$ cat config.mk
export PLATFORM = sky130hd
export DESIGN_NAME = tank_pump_level_controller_core
export DESIGN_NICKNAME = d
export VERILOG_FILES = /design/src/tplc_pkg.sv /design/src/tplc_front.sv /design/src/tplc_queue.sv /design/src/tplc_back.sv /design/src/tank_pump_level_controller_core.sv
export SDC_FILE = /design/constraint.sdc
export NUM_CORES = 1
export LEC_CHECK = 0
export BUFFER_PORTS_ARGS = -buffer_cell sky130_fd_sc_hd__buf_4
export CORE_MARGIN = 3
export CORE_UTILIZATION = 55
export CTS_CLUSTER_SIZE = 40
export DETAILED_ROUTE_END_ITERATION = 16
export PLACE_DENSITY = 0.87
export SYNTH_ARGS = -nofsm -noshare
export SYNTH_HDL_FRONTEND = slang
export SYNTH_HIERARCHICAL = 1
export SYNTH_SLANG_ARGS = --single-unit
$ cat constraint.sdc
create_clock -name clk -period 5.7 [get_ports clk]
set_input_delay 0.57 -clock clk [delete_from_list [all_inputs] [get_ports clk]]
set_output_delay 0.57 -clock clk [all_outputs]
set_load 0.02 [all_outputs]
$ cat src/tplc_pkg.sv
`default_nettype none
package tplc_pkg;

	localparam int unsigned KIND_W     = 2;
	localparam int unsigned ADC_W      = 12;
	localparam int unsigned TIME_W     = 32;
	localparam int unsigned LEVEL_W    = 7;
	localparam int unsigned IND_W      = 2;
	localparam int unsigned DEBOUNCE_W = 24;
	localparam int unsigned CFG_IDX_W  = 8;

	localparam logic [KIND_W-1:0] KIND_SAMPLE  = 2'd0;
	localparam logic [KIND_W-1:0] KIND_FILL    = 2'd1;
	localparam logic [KIND_W-1:0] KIND_DRAIN   = 2'd2;
	localparam logic [KIND_W-1:0] KIND_DISPLAY = 2'd3;

	localparam logic [IND_W-1:0] IND_NORMAL  = 2'd0;
	localparam logic [IND_W-1:0] IND_ALARM   = 2'd1;
	localparam logic [IND_W-1:0] IND_PUMPING = 2'd2;

	localparam logic [CFG_IDX_W-1:0] CFG_MIN_LEVEL     = 8'd0;
	localparam logic [CFG_IDX_W-1:0] CFG_MAX_LEVEL     = 8'd1;
	localparam logic [CFG_IDX_W-1:0] CFG_DEBOUNCE_TIME = 8'd2;

	localparam logic [LEVEL_W-1:0]    MIN_LEVEL_RST     = 7'd0;
	localparam logic [LEVEL_W-1:0]    MAX_LEVEL_RST     = 7'd80;
	localparam logic [DEBOUNCE_W-1:0] DEBOUNCE_TIME_RST = 24'd200000;

	localparam logic [ADC_W:0]     ADC_FULL_SCALE = 13'd4095;
	localparam logic [LEVEL_W-1:0] PCT_FULL       = 7'd60;
	localparam logic [LEVEL_W-1:0] PCT_EMPTY      = 7'd81;
	localparam logic [LEVEL_W-1:0] LEVEL_FULL     = 7'd100;
	localparam logic [LEVEL_W-1:0] LEVEL_EMPTY    = 7'd0;

	typedef struct packed {
		logic [KIND_W-1:0] kind;
		logic [ADC_W-1:0]  adc_sample;
		logic [TIME_W-1:0] time_us;
	} in_item_t;

	typedef struct packed {
		logic [LEVEL_W-1:0] level;
		logic               filling;
		logic               draining;
		logic               pump_on;
		logic               safety_active;
		logic               display_mode;
		logic [IND_W-1:0]   indicator;
		logic               fill_wave_pulse;
		logic               drain_wave_pulse;
	} out_item_t;

	// classified beat: samples carry the mapped level, buttons their timestamp
	typedef struct packed {
		logic [KIND_W-1:0]  kind;
		logic [LEVEL_W-1:0] level;
		logic [TIME_W-1:0]  time_us;
	} cls_item_t;

	// percent -> level; between the full and empty marks this is (81-p)*100/21
	function automatic logic [LEVEL_W-1:0] pct_to_level(input logic [LEVEL_W-1:0] p);
		logic [LEVEL_W-1:0] lv;
		lv = LEVEL_EMPTY;
		if (p >= PCT_EMPTY) begin
			lv = LEVEL_EMPTY;
		end else if (p <= PCT_FULL) begin
			lv = LEVEL_FULL;
		end else begin
			case (p)
				7'd61:   lv = 7'd95;
				7'd62:   lv = 7'd90;
				7'd63:   lv = 7'd85;
				7'd64:   lv = 7'd80;
				7'd65:   lv = 7'd76;
				7'd66:   lv = 7'd71;
				7'd67:   lv = 7'd66;
				7'd68:   lv = 7'd61;
				7'd69:   lv = 7'd57;
				7'd70:   lv = 7'd52;
				7'd71:   lv = 7'd47;
				7'd72:   lv = 7'd42;
				7'd73:   lv = 7'd38;
				7'd74:   lv = 7'd33;
				7'd75:   lv = 7'd28;
				7'd76:   lv = 7'd23;
				7'd77:   lv = 7'd19;
				7'd78:   lv = 7'd14;
				7'd79:   lv = 7'd9;
				7'd80:   lv = 7'd4;
				default: lv = LEVEL_EMPTY;
			endcase
		end
		return lv;
	endfunction

endpackage
`default_nettype wire

$ cat src/tplc_front.sv
`default_nettype none
module tplc_front import tplc_pkg::*; (
	input  wire in_item_t  item,
	output cls_item_t      cls
);

	logic [18:0]        scaled;
	logic [LEVEL_W-1:0] q0;
	logic [ADC_W:0]     rem;
	logic [LEVEL_W-1:0] pct;

	// adc*100/4095: take the quotient by 4096, then one correction step
	always_comb begin
		scaled = 19'(item.adc_sample) * 19'd100;
		q0     = scaled[18:12];
		rem    = {1'b0, scaled[11:0]} + 13'(q0);
		pct    = q0 + ((rem >= ADC_FULL_SCALE) ? 7'd1 : 7'd0);
	end

	always_comb begin
		cls.kind    = item.kind;
		cls.time_us = item.time_us;
		cls.level   = (item.kind == KIND_SAMPLE) ? pct_to_level(pct) : LEVEL_EMPTY;
	end

endmodule
`default_nettype wire

$ cat src/tplc_queue.sv
`default_nettype none
module tplc_queue import tplc_pkg::*; (
	input  wire            clk,
	input  wire            arst_n,
	input  wire            wr_en,
	input  wire cls_item_t wr_item,
	output logic           full,
	output logic           rd_valid,
	output cls_item_t      rd_item,
	input  wire            rd_pop
);

	cls_item_t  mem_q [2];
	logic       wr_ptr_q;
	logic       rd_ptr_q;
	logic [1:0] cnt_q;
	logic       do_wr;
	logic       do_rd;

	assign full     = (cnt_q == 2'd2);
	assign rd_valid = (cnt_q != 2'd0);
	assign rd_item  = mem_q[rd_ptr_q];
	assign do_wr    = wr_en && !full;
	assign do_rd    = rd_pop && rd_valid;

	always_ff @(posedge clk or negedge arst_n) begin
		if (!arst_n) begin
			wr_ptr_q <= 1'b0;
			rd_ptr_q <= 1'b0;
			cnt_q    <= 2'd0;
		end else begin
			if (do_wr) begin
				wr_ptr_q <= !wr_ptr_q;
			end
			if (do_rd) begin
				rd_ptr_q <= !rd_ptr_q;
			end
			case ({do_wr, do_rd})
				2'b10:   cnt_q <= cnt_q + 2'd1;
				2'b01:   cnt_q <= cnt_q - 2'd1;
				default: cnt_q <= cnt_q;
			endcase
		end
	end

	always_ff @(posedge clk) begin
		if (do_wr) begin
			mem_q[wr_ptr_q] <= wr_item;
		end
	end

	a_cnt_bound: assert property (@(posedge clk) disable iff (!arst_n)
		cnt_q != 2'd3)
		else $error("queue count overflow");

	a_wr_full: assert property (@(posedge clk) disable iff (!arst_n)
		(wr_en && full && !do_rd) |=> full)
		else $error("queue lost its full state on a refused beat");

endmodule
`default_nettype wire

$ cat src/tplc_back.sv
`default_nettype none
module tplc_back import tplc_pkg::*; (
	input  wire                 clk,
	input  wire                 arst_n,
	input  wire                 cfg_valid,
	output logic                cfg_ready,
	input  wire [CFG_IDX_W-1:0] cfg_index,
	input  wire [DEBOUNCE_W-1:0] cfg_data,
	input  wire                 q_valid,
	input  wire cls_item_t      q_item,
	output logic                q_pop,
	output logic                empty,
	input  wire                 pop,
	output out_item_t           result
);

	logic [LEVEL_W-1:0]    min_level_q;
	logic [LEVEL_W-1:0]    max_level_q;
	logic [DEBOUNCE_W-1:0] debounce_q;

	logic [LEVEL_W-1:0] level_q;
	logic               fill_q;
	logic               drain_q;
	logic               pump_q;
	logic               safety_q;
	logic               screen_q;
	logic [TIME_W-1:0]  last_press_q;
	logic [IND_W-1:0]   ind_q;

	logic [LEVEL_W-1:0] level_n;
	logic               fill_n;
	logic               drain_n;
	logic               pump_n;
	logic               safety_n;
	logic               screen_n;
	logic [TIME_W-1:0]  last_press_n;
	logic [IND_W-1:0]   ind_n;
	logic               pa;
	logic               pb;
	logic [TIME_W-1:0]  dt;

	out_item_t  ob_q [2];
	logic       ob_wr_q;
	logic       ob_rd_q;
	logic [1:0] ob_cnt_q;
	logic       adv;
	logic       ob_pop;
	out_item_t  res_n;

	assign cfg_ready = 1'b1;
	assign adv       = q_valid && (ob_cnt_q != 2'd2);
	assign q_pop     = adv;
	assign empty     = (ob_cnt_q == 2'd0);
	assign ob_pop    = pop && !empty;
	assign result    = ob_q[ob_rd_q];

	always_comb begin
		level_n      = level_q;
		fill_n       = fill_q;
		drain_n      = drain_q;
		pump_n       = pump_q;
		safety_n     = safety_q;
		screen_n     = screen_q;
		last_press_n = last_press_q;
		ind_n        = ind_q;
		pa           = 1'b0;
		pb           = 1'b0;
		dt           = q_item.time_us - last_press_q;

		if (q_item.kind == KIND_SAMPLE) begin
			level_n = q_item.level;
			if (level_n < min_level_q || level_n > max_level_q) begin
				ind_n = IND_ALARM;
			end else if (drain_q || fill_q) begin
				ind_n = IND_PUMPING;
			end else begin
				ind_n = IND_NORMAL;
			end
			// safety: start a correction, or stop the opposing pump first
			if (level_n < min_level_q && !fill_n) begin
				if (drain_n) begin
					drain_n = 1'b0;
					pb      = !pb;
				end else begin
					fill_n   = 1'b1;
					pump_n   = 1'b1;
					safety_n = 1'b1;
					pa       = !pa;
				end
			end else if (level_n > max_level_q && !drain_n) begin
				if (fill_n) begin
					fill_n = 1'b0;
					pa     = !pa;
				end else begin
					drain_n  = 1'b1;
					pump_n   = 1'b1;
					safety_n = 1'b1;
					pb       = !pb;
				end
			end
			if (safety_n) begin
				if (level_n >= min_level_q && fill_n) begin
					fill_n   = 1'b0;
					pump_n   = 1'b0;
					safety_n = 1'b0;
					pa       = !pa;
				end else if (level_n <= max_level_q && drain_n) begin
					drain_n  = 1'b0;
					pump_n   = 1'b0;
					safety_n = 1'b0;
					pb       = !pb;
				end
			end
		end else if (dt > {8'd0, debounce_q}) begin
			if (q_item.kind == KIND_DISPLAY) begin
				screen_n = !screen_q;
			end
			// during safety the press leaves the timestamp alone
			if (!safety_q) begin
				if (q_item.kind == KIND_FILL && !drain_q && level_q < max_level_q) begin
					fill_n = !fill_q;
					pump_n = !pump_q;
					pa     = 1'b1;
				end else if (q_item.kind == KIND_DRAIN && !fill_q
						&& level_q > min_level_q) begin
					drain_n = !drain_q;
					pump_n  = !pump_q;
					pb      = 1'b1;
				end
				last_press_n = q_item.time_us;
			end
		end

		res_n.level            = level_n;
		res_n.filling          = fill_n;
		res_n.draining         = drain_n;
		res_n.pump_on          = pump_n;
		res_n.safety_active    = safety_n;
		res_n.display_mode     = screen_n;
		res_n.indicator        = ind_n;
		res_n.fill_wave_pulse  = pa;
		res_n.drain_wave_pulse = pb;
	end

	always_ff @(posedge clk or negedge arst_n) begin
		if (!arst_n) begin
			min_level_q  <= MIN_LEVEL_RST;
			max_level_q  <= MAX_LEVEL_RST;
			debounce_q   <= DEBOUNCE_TIME_RST;
			level_q      <= '0;
			fill_q       <= 1'b0;
			drain_q      <= 1'b0;
			pump_q       <= 1'b0;
			safety_q     <= 1'b0;
			screen_q     <= 1'b1;
			last_press_q <= '0;
			ind_q        <= IND_NORMAL;
			ob_wr_q      <= 1'b0;
			ob_rd_q      <= 1'b0;
			ob_cnt_q     <= 2'd0;
		end else begin
			if (cfg_valid) begin
				unique case (cfg_index)
					CFG_MIN_LEVEL:     min_level_q <= cfg_data[LEVEL_W-1:0];
					CFG_MAX_LEVEL:     max_level_q <= cfg_data[LEVEL_W-1:0];
					CFG_DEBOUNCE_TIME: debounce_q  <= cfg_data;
					default: ;
				endcase
			end
			if (adv) begin
				level_q      <= level_n;
				fill_q       <= fill_n;
				drain_q      <= drain_n;
				pump_q       <= pump_n;
				safety_q     <= safety_n;
				screen_q     <= screen_n;
				last_press_q <= last_press_n;
				ind_q        <= ind_n;
				ob_wr_q      <= !ob_wr_q;
			end
			if (ob_pop) begin
				ob_rd_q <= !ob_rd_q;
			end
			case ({adv, ob_pop})
				2'b10:   ob_cnt_q <= ob_cnt_q + 2'd1;
				2'b01:   ob_cnt_q <= ob_cnt_q - 2'd1;
				default: ob_cnt_q <= ob_cnt_q;
			endcase
		end
	end

	always_ff @(posedge clk) begin
		if (adv) begin
			ob_q[ob_wr_q] <= res_n;
		end
	end

	a_pumps_exclusive: assert property (@(posedge clk) disable iff (!arst_n)
		!(fill_q && drain_q))
		else $error("fill and drain pumps both running");

	a_safety_pump: assert property (@(posedge clk) disable iff (!arst_n)
		safety_q |-> pump_q)
		else $error("safety active without pump flag");

	a_pulse_match: assert property (@(posedge clk) disable iff (!arst_n)
		adv |-> (pa == (fill_n != fill_q)) && (pb == (drain_n != drain_q)))
		else $error("wave pulse does not match pump change");

	a_ob_bound: assert property (@(posedge clk) disable iff (!arst_n)
		ob_cnt_q != 2'd3)
		else $error("result buffer overflow");

endmodule
`default_nettype wire

$ cat src/tank_pump_level_controller_core.sv
`default_nettype none
// Tank pump level controller. One beat is taken per clock while full is low, and one
// result beat comes out for each, in order. A pushed beat is stored in the queue; the back
// end then registers its result into the output buffer, a step that waits while that
// buffer is full, and the result is popped from there. Sustained throughput is one beat
// per cycle while results are popped, set by the back end, which updates its state as it
// takes each beat. The front end scales the sensor reading and feeds a two-entry queue; the
// back end owns the pump state and the configuration registers and writes results into a
// two-entry output buffer, so input keeps flowing while one result waits to be popped.
// Configuration is always ready; write it only while the block is idle.
module tank_pump_level_controller_core import tplc_pkg::*; (
	input  wire                  clk,
	input  wire                  arst_n,
	input  wire                  push,
	output logic                 full,
	input  wire in_item_t        item,
	output logic                 empty,
	input  wire                  pop,
	output out_item_t            result,
	input  wire                  cfg_valid,
	output logic                 cfg_ready,
	input  wire [CFG_IDX_W-1:0]  cfg_index,
	input  wire [DEBOUNCE_W-1:0] cfg_data
);

	cls_item_t cls;
	cls_item_t q_item;
	logic      q_valid;
	logic      q_pop;

	tplc_front u_front (
		.item (item),
		.cls  (cls)
	);

	tplc_queue u_queue (
		.clk      (clk),
		.arst_n   (arst_n),
		.wr_en    (push),
		.wr_item  (cls),
		.full     (full),
		.rd_valid (q_valid),
		.rd_item  (q_item),
		.rd_pop   (q_pop)
	);

	tplc_back u_back (
		.clk       (clk),
		.arst_n    (arst_n),
		.cfg_valid (cfg_valid),
		.cfg_ready (cfg_ready),
		.cfg_index (cfg_index),
		.cfg_data  (cfg_data),
		.q_valid   (q_valid),
		.q_item    (q_item),
		.q_pop     (q_pop),
		.empty     (empty),
		.pop       (pop),
		.result    (result)
	);

endmodule
`default_nettype wire
==> results.md, run 1 <==
* Failing checks: negative setup slack
* RePlAce Congestion at 0.923
* Commonest non-fill, non-tap cell in the layout: buf_4
* Clock Path Buffers at 3
* Crit path capture type: register
* CP required at 6030 ps
* Max incr delay on CP at between 500 and 600 ps
* Detailed Routing Iterations Pass 1 at 8
* Met1 GRT Util at 0.318
* Yosys cell types at 97
* Buffers & Inverters on Critical Path at 4
* Total CTS buffers at 21
* Post-Syn Instances at 1294
* Total GRT Usage at 0.237
* Final min period at between 6000 and 7000 ps
* Detail Placement HPWL at 23000 microns
* Final Cycle Share at 1.07
* Layout area overhead at 23.3%
* Number of synthesized flops with an enable pin at 114
* H-tree Lvls at 1
* Final setup fails at 17
* Max Freq at 0.163 GHz
* Clock-pin slew on the worst setup and hold paths at 60 ps
* Initial Util at 0.565
* Syn Std Cell Area at 0.0139 sq mm
* RSZ-0062 raised after global routing: yes
* Row cnt at 57
* Max Slew Vio Count at 0
* Vias in the first global route at 10534
* CP top delay family: adder cells
* Critical path arrival at between 6000 and 7000 ps
* Max-cap viol count at 0
* Fin nets at 1700
* Die span in y at 165 microns
* M2 GR Usage at 0.407
* PnR worst setup slack at -422 ps
* Final instance area at ~0.017 sq mm
* Yosys warns at 6
* WL final at 34700 microns
* Met3 Resource Use GR at 0.0309
* Top FF cell, synth: edfxtp_1
* CTS Sinks at 206
* Critical path peak fanout at 5
* Sequential area share after synthesis at 0.414
* Synth async-reset ratio at 0.447
* Area leader, netlist: edfxtp_1
* Wirelength per Cell at between 15 and 20 microns
* Initial antenna violation count at 1
* Layout cell share with drive strength beyond 1 at 0.349
* CP max stage cell: fa_1
* Final hold slack at 80.4 ps
* Synth top area cells: edfxtp_1 25%, dfrtp_1 15%, ha_1 12%
* Vias per std cell at ~6.0
* Chip width at about 160 microns
* Cell Area, Placed at 0.0156 sq mm
* CP dominant cell by count: ha_4
* Clk root buf: clkbuf_16
* Hold Violations, Final at 0
* Largest net degree at the start of global routing at 49
* Post-synth net total at 1516
* DRT iter0 DRCs at 922
* Hold-fix buffers at CTS at 0
* DR DRC count at 0
* Top Usage Layer GRT: met2
* Port Buffer Count at 100
* FF+latch count, synth at 206
* Vias at 10913
* CP startpoint kind: input pin
* Mean Syn Cell Area at 10.7 sq um
* GRT overflow at 0
* I/O pin cnt at 102
* Worst slew pin tran at 1110 ps
* Post-synth top area share at 0.247
* Kind of critical path: input pin to register
* First-pass GRT wire length at 52200 microns
* Pwr Density at approximately 650 mW/mm^2
* CTS tree: yes
* HP Class: input pin to asynchronous set/reset pin
* Commonest cells after routing, fill and taps aside: 212 x buf_4, 116 x nand2_1, 114 x edfxtp_1
* Clock skew at 11.7 ps
* Clk Latency, worst-skew pair at 500 ps
* Die area at 0.0272 sq mm
* Outcome: finished, violations left
* Antenna viol nets, final at 0
* LEAKAGE at 0.00740 uW
* Slew headroom at 0.260
* Core area at 0.0245 sq mm
* Peak supply drop at 0.355 mV
kinds of logic after synthesis:
group,share of synthesized area
compound gates,0.121
fa+ha+maj,0.133
xor+xnor,0.0365
other cells,0.000270
simple gates,0.116
flops,0.414
buf+inv,0.0646
mux,0.114
cells in the mapped netlist, types with 7 or more instances:
master	number
o31ai_1	7
edfxtp_1	114
a21oi_1	71
nand3_1	22
nand2b_1	16
nor3_1	19
a31oi_1	14
mux2_2	94
dfstp_2	9
dfrtp_1	83
nand2_1	120
nand3b_1	7
xor2_1	23
o21a_1	9
a21o_1	19
nor2_1	56
fa_1	9
nor4_1	13
buf_4	35
ha_1	130
nor2b_1	12
clkbuf_1	21
nand4_1	14
inv_1	107
xnor2_1	33
a211oi_1	7
o21ai_0	52
buf_6	7
mux2_4	30
stage by stage:
stage,worst slack (ps),power (uW),setup TNS [ps],std cells,util
after detailed placement,-921,8790,-11850,1737,0.634
after global placement,-664,8510,-8610,1737,0.634
after floorplan,-644,7200,-7410,1294,-
final,-422,11200,-5460,1817,0.697
after CTS,-257,10400,-3140,1786,0.675
after global routing,-680,11900,-9430,1817,0.697
metal layers:
layer,vias up,part of all wire
met3,119,0.066
met4,0,0.035
met5,-,0
met2,536,0.49
li1,5027,-
met1,5231,0.41
registers in the layout, summed over array words and instances (netlist names), 2 cells and up:
| name | cells |
|---|---|
| u_queue/mem_q | 82 |
| u_back/last_press_q | 32 |
| u_queue/cnt_q | 2 |
| u_back/min_level_q | 7 |
| u_back/level_q | 7 |
| u_back/ind_q | 2 |
| u_back/max_level_q | 7 |
| u_back/debounce_q | 24 |
| u_back/ob_cnt_q | 2 |
| u_back/ob_q | 32 |
cell type report:
cell class	instances	area [sq um]
tap	324	405
timing repair buffer	231	1890
clock buffer	29	576
antenna	1	2.50
inverter	110	423
sequential	206	5740
multi-input combinational	908	7990
fill	1601	7430
clock inverter	8	72.6
final timing paths:
check	from	end	slack (ps)	depth (start not counted)
worst max-delay path	item[35]	u_queue/mem_q[0][35]	-420	28
worst min-delay path	arst_n	u_queue/wr_ptr_q	80	1
worst max register to register	u_queue/rd_ptr_q	u_back/last_press_q[10]	-10	23
worst min register to register	u_queue/cnt_q[1]	u_queue/cnt_q[1]	500	1
max in group asynchronous	arst_n	u_queue/rd_ptr_q	4530	2
min in group clk	item[10]	u_queue/mem_q[1][10]	250	1
worst register-to-register path: stages, from the launching register on:
cell,delay (ps)
dfrtp_2,420
buf_12,140
buf_6,120
mux2_2,360
ha_1,410
a21oi_1,360
o21ai_0,230
a21oi_2,230
o21bai_2,110
buf_4,150
a21oi_1,250
xnor2_1,160
ha_1,260
nand2_2,80
nor2_1,50
a211oi_1,200
o21ai_1,110
a21o_1,160
a32o_2,240
or4_4,530
o311ai_4,300
buf_6,220
clkbuf_16,190
mux2_4,320
power breakdown:
group          switching, uW  total (uW)  leakage [uW]  internal [uW]
clock network            563        1320      0.000314            753
logic                   4080        7410       0.00491           3320
registers                273        2430       0.00218           2160
total                   4920       11200       0.00740           6240
what timing repair did:
item / 4_1_cts / 5_1_grt
gates resized for setup: 40 / 68
buffers inserted: 10 / 29
pin swaps: 24 / 43
endpoints found under the setup margin: 46 / 52
cloned: 2 / 1
(Power assumes the default switching activity.)
==> inputs of run 2 (changes only) <==
- PLACE_DENSITY: 0.87 -> 0.84
- REMOVE_ABC_BUFFERS: unset -> 1
- clock period: 5.7 -> 7.05 ns (I/O delays scaled with it)
==> run 2 against run 1 <==
The run now ends clean. Sequential share of layout area increased by 3.6 points. Hold slack better by 66 ps. Utilization decreased by 6.8 points. Cell count shrank 6.0%. Flip-flop and latch count is the same. Clock-buffer cell count decreased by 5. Combinational power fell by 33%. Clock power shrank 18%. Non-clock buffer count shrank 107. Critical path type unchanged.
==> results.md, run 2 (same netlist as run 1, synthesis figures left out) <==
* Outcome: complete, no violations
* Final min period at 6730 ps
* Kind of critical path: input pin to register
* RSZ-0062 raised after global routing: yes
* Clock Path Buffers at 3
* Fin nets at about 1600
* Worst reg-to-reg setup slack at approximately 980 ps
* Die span in y at between 150 and 200 microns
* DRT iter0 DRCs at between 700 and 800
* Clk root buf: clkbuf_16
* H-tree Lvls at 1
* Register-to-Register Path Depth at 19
* Place WS at -123 ps
* RePlAce Congestion at 0.894
* Peak supply drop at 0.243 mV
* Biggest register: u_queue/mem_q
* Pwr Density at 517 mW/mm^2
* CP top delay family: adder cells
* Filler Cell Count at 1947
* LEAKAGE at roughly 0.0067 uW
* Max Freq at 0.149 GHz
* Commonest non-fill, non-tap cell in the layout: ha_1
* Detailed Routing Iterations Pass 1 at 5
* HP Class: input pin to asynchronous set/reset pin
* Met1 GRT Util at 0.276
* Final setup fails at 0
* GRT overflow at 0
* Chip width at between 150 and 200 microns
* Max incr delay on CP at ~500 ps
* Cell Area, Placed at between 0.01 and 0.015 sq mm
* Die area at 0.0272 sq mm
* Vias per std cell at 5.83
* Vias in the first global route at 10129
* Crit path capture type: register
* Hold-fix buffers at CTS at 0
* Row cnt at 57
* Hold Violations, Final at 0
* Wirelength per Cell at 17.2 microns
* Placed cell count at about 1700
* Met3 Resource Use GR at 0.0376
* Vias at between 9000 and 10000
* Worst slew pin tran at 1010 ps
* CTS Sinks at slightly above 200
* CP max stage cell: a2111oi_1
* Clk Latency, worst-skew pair at about 500 ps
* Layout area overhead at 11.3%
* Final hold slack at approximately 150 ps
* Top Usage Layer GRT: met2
* Commonest cells after routing, fill and taps aside: 130 x ha_1, 123 x buf_4, 120 x nand2_1
* M2 GR Usage at 0.381
* Antenna viol nets, final at 0
* Largest net degree at the start of global routing at 62
* Layout cell share with drive strength beyond 1 at 0.238
* Initial antenna violation count at 0
* Detail Placement HPWL at 22100 microns
* Critical path peak fanout at 7
* Max Slew Vio Count at 0
* DR DRC count at 0
* Critical path arrival at about 7000 ps
* CP required at 7270 ps
* Core area at 0.0245 sq mm
* Layout Cells excl Fill at between 1500 and 2000
* Port Buffer Count at 100
* Final Cycle Share at 0.954
* PnR worst setup slack at 323 ps
* Clock-pin slew on the worst setup and hold paths at roughly 60 ps
* Slew headroom at 0.330
* Initial Util at 0.565
* Largest register FFs at 82
* Ant. Diodes at 0
* FF-to-FF End: u_back/last_press_q[29]
* Clock skew at between 15 and 20 ps
* WL final at 29300 microns
* CTS tree: yes
* Max-cap viol count at 0
* CP startpoint kind: input pin
* I/O pin cnt at 102
* Core Util, Final at 0.629
* Total CTS buffers at 20
* Top flop regs: u_queue/mem_q (82), u_back/last_press_q (32), u_back/ob_q (32)
* Total GRT Usage at 0.217
* First-pass GRT wire length at 48400 microns
* Post-CTS Setup Repair Bufs at 0
* CP dominant cell by count: ha_1
* Buffers & Inverters on Critical Path at 5
* Reg-to-reg startpoint: u_queue/rd_ptr_q
* Final instance area at 0.0154 sq mm
run 2: cell types whose count changed in the layout (fill, tap and decap cells not counted), sizes merged:
cell	before	now
buf	230	124
bufinv	1	2
clkbuf	30	24
clkinvlp	1	3
diode	1	0
inv	108	109
run 2: metrics by stage:
stage	setup TNS (ps)	power, uW
after global routing	-164	8640
after CTS	0	7950
final	0	7980
after floorplan	-571	5610
after global placement	0	6640
after detailed placement	-434	6830
run 2: cell type report:
class,count,area (sq um),share of cell area
multi-input combinational,908,7260,0.470
sequential,206,5740,0.372
timing repair buffer,124,943,0.0611
clock buffer,24,547,0.0354
inverter,110,413,0.0268
tap,324,405,0.0263
clock inverter,12,128,0.00827
run 2: timing repair:
| action | CTS | global route |
|---|---|---|
| setup endpoints to repair | 0 | 6 |
| hold endpoints to repair | 0 | 0 |
| resized for setup | 0 | 3 |
run 2: worst max path at each step:
stage	to	startpoint	depth (start not counted)
6_report	u_queue/mem_q[0][33]	item[36]	30
3_5_place_dp	u_queue/mem_q[1][33]	item[34]	29
5_1_grt	u_queue/mem_q[0][33]	item[34]	30
2_1_floorplan	u_queue/mem_q[0][33]	item[36]	27
4_1_cts	u_queue/mem_q[0][33]	item[34]	29
3_3_place_gp	u_queue/mem_q[0][33]	item[34]	29
run 2: where the power goes:
| group | switching [uW] | internal (uW) | total (uW) |
|---|---|---|---|
| sequential | 222 | 1740 | 1970 |
| combinational | 2820 | 2110 | 4940 |
| clock | 443 | 632 | 1080 |
run 2: worst reg2reg max path, delay by kind of cell (launching register included):
family	cells	cell delay (ps)
flip-flops	1	640
multiplexers	2	830
AO/OA/AOI/OAI	7	1590
buffers and inverters	2	750
XOR/XNOR	1	250
AND/OR/NAND/NOR	5	1190
adder cells (fa/ha/maj)	2	700
run 2: routing by layer:
metal | up-vias | wire (microns) | share of wire
li1 | 4807 | - | -
met1 | 4792 | 12300 | 0.42
met2 | 300 | 14400 | 0.49
met3 | 62 | 2010 | 0.069
met4 | 0 | 667 | 0.023
met5 | - | 0 | 0
